$ cat config.mk
export PLATFORM = sky130hd
export DESIGN_NAME = vtc_div
export DESIGN_NICKNAME = d
export VERILOG_FILES = /design/src/vtc_pkg.sv /design/src/vtc_div.sv
export SDC_FILE = /design/constraint.sdc
export NUM_CORES = 1
export LEC_CHECK = 0
export CORE_UTILIZATION = 51
export DETAILED_ROUTE_END_ITERATION = 7
export DONT_BUFFER_PORTS = 1
export PLACE_DENSITY = 0.72
export SKIP_LAST_GASP = 1
export SYNTH_ARGS = -nofsm -noshare
export SYNTH_HDL_FRONTEND = slang
export SYNTH_SLANG_ARGS = --single-unit
$ cat constraint.sdc
create_clock -name clk -period 3.1 [get_ports clk]
set_clock_uncertainty 0.05 [all_clocks]
set_input_delay 0.31 -clock clk [delete_from_list [all_inputs] [get_ports clk]]
set_output_delay 0.31 -clock clk [all_outputs]
set_load 0.01 [all_outputs]
$ cat src/vtc_pkg.sv
`default_nettype none
package vtc_pkg;

	localparam int SPEED_W = 12;
	localparam int RPM_W   = 16;
	localparam int RATE_W  = 16;
	localparam int PCT_W   = 10;
	localparam int O2_W    = 11;
	localparam int MASK_W  = 4;
	localparam int MS_W    = 16;
	localparam int TANK_W  = 11;
	localparam int RED_W   = 14;
	localparam int ACC_W   = 40;
	localparam int GEAR_W  = 4;
	localparam int ACCEL_W = 12;
	localparam int CFG_IDX_W  = 2;
	localparam int CFG_DATA_W = 16;

	// shared divider geometry
	localparam int DIV_NUM_W = 50;
	localparam int DIV_DEN_W = 40;
	localparam int DIV_CNT_W = 6;

	// config register indexes
	localparam logic [CFG_IDX_W-1:0] CFG_TANK    = 2'd0;
	localparam logic [CFG_IDX_W-1:0] CFG_REDLINE = 2'd1;

	// mixture codes
	localparam logic [1:0] MIX_NONE  = 2'd0;
	localparam logic [1:0] MIX_LEAN  = 2'd1;
	localparam logic [1:0] MIX_STOICH = 2'd2;
	localparam logic [1:0] MIX_RICH  = 2'd3;

	// gear ratios in 1e-4 km/h per rpm
	function automatic logic [8:0] gear_ratio(input logic [2:0] g);
		logic [8:0] k;
		case (g)
			3'd1:    k = 9'd52;
			3'd2:    k = 9'd94;
			3'd3:    k = 9'd142;
			3'd4:    k = 9'd195;
			3'd5:    k = 9'd267;
			3'd6:    k = 9'd337;
			default: k = 9'd0;
		endcase
		return k;
	endfunction

	function automatic logic [ACC_W-1:0] acc_sat_add(input logic [ACC_W-1:0] a,
			input logic [31:0] b);
		logic [ACC_W:0] s;
		s = {1'b0, a} + (ACC_W+1)'(b);
		return s[ACC_W] ? {ACC_W{1'b1}} : s[ACC_W-1:0];
	endfunction

endpackage
`default_nettype wire

$ cat src/vtc_div.sv
`default_nettype none
module vtc_div
	import vtc_pkg::*;
#(
	parameter int NumW = DIV_NUM_W,
	parameter int DenW = DIV_DEN_W,
	parameter int CntW = DIV_CNT_W
) (
	input  wire logic            clk,
	input  wire logic            arst_n,
	input  wire logic            start,
	input  wire logic [NumW-1:0] num,    // dividend, left aligned
	input  wire logic [DenW-1:0] den,
	input  wire logic [CntW-1:0] nbits,  // dividend bits to consume
	output logic                 done,
	output logic [NumW-1:0]      quo
);

	logic [NumW-1:0] num_q;
	logic [DenW-1:0] den_q;
	logic [DenW-1:0] rem_q;
	logic [CntW-1:0] cnt_q;
	logic            done_q;
	logic [DenW:0]   trial;
	logic            fits;

	// restoring divide, one quotient bit per cycle
	assign trial = {rem_q, num_q[NumW-1]};
	assign fits  = trial >= {1'b0, den_q};

	always_ff @(posedge clk or negedge arst_n) begin
		if (!arst_n) begin
			num_q  <= '0;
			den_q  <= '0;
			rem_q  <= '0;
			cnt_q  <= '0;
			quo    <= '0;
			done_q <= 1'b0;
		end else begin
			done_q <= 1'b0;
			if (start) begin
				num_q <= num;
				den_q <= den;
				rem_q <= '0;
				quo   <= '0;
				cnt_q <= nbits;
			end else if (cnt_q != '0) begin
				num_q <= {num_q[NumW-2:0], 1'b0};
				rem_q <= fits ? DenW'(trial - {1'b0, den_q}) : trial[DenW-1:0];
				quo   <= {quo[NumW-2:0], fits};
				cnt_q <= cnt_q - CntW'(1);
				if (cnt_q == CntW'(1))
					done_q <= 1'b1;
			end
		end
	end

	assign done = done_q;

endmodule
`default_nettype wire

==> flow_metrics.env <==
export IMPL_status="complete, but fails checks"
export IMPL_violations="negative hold slack"
export IMPL_synth_xor_area_share_pct=3.38
export IMPL_root_buffer="clkbuf_16"
export IMPL_cts_sinks=187
export IMPL_final_nets=1317
export IMPL_p_leak_uw=0.00562
export IMPL_synth_edff_count=0
export IMPL_drt_iter0_drc=445
export IMPL_num_io_pins=150
export IMPL_die_width_um=144
export IMPL_synthesis_nets=1280
export IMPL_rows=51
export IMPL_synth_top_family_by_area="simple AND/OR/NAND/NOR gates"
export IMPL_gr_total_overflow=0
export IMPL_port_buffers=0
export IMPL_fin_cells=1453
export IMPL_cp_arrival_ps=3280
export IMPL_drcViolationCount=0
export IMPL_power_density_nw_per_um2=603
export IMPL_grt_first_pass_wirelength_mm=37.9
export IMPL_mostFrequentLayoutCell="nand2_1"
export IMPL_antenna_found_initial=1
export IMPL_ys_seq_elements=187
export IMPL_htreeDepth=4
export IMPL_grt_usage_pct=23.1
export IMPL_area_growth_pct=15.3
export IMPL_synth_simple_area_share_pct=18.2
export IMPL_dieArea_um2=20900
export IMPL_worst_pin_slew_ps=731
export IMPL_gp_congestion=0.889
export IMPL_synth_area_per_cell_um2=9.10
export IMPL_hold_ws_ps=-468
export IMPL_place_area_um2=10600
export IMPL_clk_latency_ps=430
export IMPL_worstPathMaxFanout=7
export IMPL_initial_utilization_pct=52.7
export IMPL_max_cap_violations=0
export IMPL_hold_viol_final=187
export IMPL_wl_per_cell_um=16.3
export IMPL_min_period_ps=2980
export IMPL_synth_ff_type="dfrtp_1"
export IMPL_cts_buffer_depth=2
export IMPL_synth_cell_type_count=63
export IMPL_first_global_vias=7624
export IMPL_placed_cells=1366
export IMPL_fin_ws_ps=123
export IMPL_crit_type="flip-flop to flip-flop"
export IMPL_clkSlewWorstSetupHoldPaths_ps=70
export IMPL_core_area_um2=19700
export IMPL_syn_area_um2=10300
export IMPL_cts_buffers=17
export IMPL_synth_compound_area_share_pct=15.4
export IMPL_vias_per_cell=5.46
export IMPL_fin_crit_sh_pct=96.0
export IMPL_critPathCaptureType="flip-flop"
export IMPL_synth_area_mux_share_pct=7.66
export IMPL_hold_class="input pin to asynchronous set/reset pin"
export IMPL_hpwl_mm=15.0
export IMPL_fmaxAchievable_mhz=336
export IMPL_die_h_um=144
export IMPL_dp_slack_ps=-90.0
export IMPL_drive_gt1_share_pct=8.59
export IMPL_ys_warn_count=0
export IMPL_reg2reg_slack_ps=120
export IMPL_ant_nets=0
export IMPL_ys_seq_area_share_pct=45.2
export IMPL_async_flop_share_pct=100
export IMPL_syn_inst=1137
export IMPL_required_ps=3400
export IMPL_setup_viol=0
export IMPL_grt_max_degree=188
export IMPL_ctsHoldBuffers=47
export IMPL_synthAdderAreaFrac_pct=5.39
export IMPL_slew_limit_headroom_pct=50.9
export IMPL_cts_tree="done"
export IMPL_wirelength_mm=23.7
export IMPL_final_cell_mix="nand2_1, dfrtp_1, o21ai_0, mux2i_1, inv_1"
export IMPL_dr_pass1_iters=5
export IMPL_slew_violations=0
export IMPL_vias=7933
export IMPL_final_area_um2=11900
export IMPL_crit_path_start_kind="flip-flop"
export IMPL_vdd_drop_max_mv=0.381
-- synth_stat cells (all sizes together) (3+ instances only) --
| master | number | area share (%) |
|---|---|---|
| clkbuf | 56 | 2.0 |
| nand3 | 14 | 0.68 |
| o21a | 7 | 0.51 |
| a21oi | 40 | 1.9 |
| a311oi | 6 | 0.57 |
| o2bb2ai | 4 | 0.34 |
| a211oi | 11 | 0.80 |
| buf | 12 | 0.77 |
| a21o | 20 | 1.5 |
| xnor2 | 25 | 2.1 |
| nor4b | 3 | 0.40 |
| mux2i | 77 | 7.4 |
| inv | 54 | 2.0 |
| o221ai | 4 | 0.34 |
| and3 | 11 | 0.71 |
| a31oi | 5 | 0.30 |
| nand4 | 7 | 0.42 |
| nor2b | 4 | 0.24 |
| nand2 | 255 | 9.3 |
| nand3b | 50 | 3.6 |
| o21bai | 6 | 0.44 |
| and2 | 6 | 0.36 |
| o211ai | 6 | 0.48 |
| dfrtp | 187 | 45 |
| nor2 | 34 | 1.2 |
| a22o | 3 | 0.25 |
| xor2 | 15 | 1.3 |
| o21ai | 130 | 6.3 |
| ha | 43 | 5.2 |
| nor3 | 11 | 0.53 |
-- report_power, final --
group          internal, uW  switching [uW]  leakage, uW
clock network          1140            1030     0.000283
registers              2690             169      0.00240
logic                  1010            1150      0.00293
-- worst paths after layout --
kind / startpoint / to / depth (start not counted)
min in group clk: nbits[1] / cnt_q[1] / 2
setup / recovery: rem_q[5] / rem_q[27] / 10
max in group asynchronous: arst_n / den_q[0] / 0
hold / removal: arst_n / den_q[16] / 0
setup reg to reg: rem_q[5] / rem_q[27] / 10
hold reg to reg: num_q[29] / num_q[29] / 2
-- routing by layer --
layer	vias up	global-route usage (%)	wire length, um	part of all wire (%)
met5	-	0	0	0
met4	0	7.04	347	1.5
met3	20	6.23	1290	5.5
met2	171	35.7	10900	46
met1	3751	31.7	11200	47
li1	3991	-	-	-
-- sequential cells by signal, indices dropped and copies added (netlist names) --
| name | flops |
|---|---|
| cnt_q | 6 |
| den_q | 40 |
| done | 1 |
| num_q | 50 |
| quo | 50 |
| rem_q | 40 |
-- logic make-up (layout without fill, tap and decap cells) --
logic type / count (synthesis) / after routing
and+or+nand+nor: 405 / 406
adders and majority gates: 44 / 44
DFF: 187 / 187
muxes: 79 / 79
xor gates and xnor gates: 40 / 40
other: 0 / 1
buffers and inverters: 122 / 171
AOI/OAI and AO/OA: 260 / 260
-- stage by stage --
stage | utilization, % | hold slack (ps) | TNS [ps] | total power (uW)
5_1_grt | 60.7 | -496 | -22.0 | 7600
3_5_place_dp | 54.2 | -25.0 | -213 | 4850
4_1_cts | 59.7 | -495 | 0 | 7120
6_report | 60.7 | -468 | 0 | 7190
2_1_floorplan | - | -35.6 | 0 | 4420
3_3_place_gp | 54.2 | -25.3 | 0 | 4810
-- final cells by class --
type                    instances  area [um^2]
repair buffers                 85          790
diodes                          1         2.50
well taps                     265          332
clock buffers                  17          425
fillers                      1666         7720
multi-input cells             829         5340
flip-flops and latches        187         4680
clock inverters                15          158
inverters                      54          203
-- timing repair --
item	in CTS	in global routing
endpoints found under the setup margin	3	41
buffers inserted	0	6
cloned	0	1
pin swaps	0	8
resized for setup	1	27
endpoints found under the hold margin	281	187
-- critical path: stages (launching register included) --
cell       delay (ps)
dfrtp_1           400
ha_1              360
a21oi_1           180
o21ai_1           110
a22o_1            270
nor4b_4           320
o21ai_2           120
o2111ai_4         270
nand2_4           150
or4b_1            570
o211ai_1          100
No activity file was read; power rests on OpenSTA's default activity.
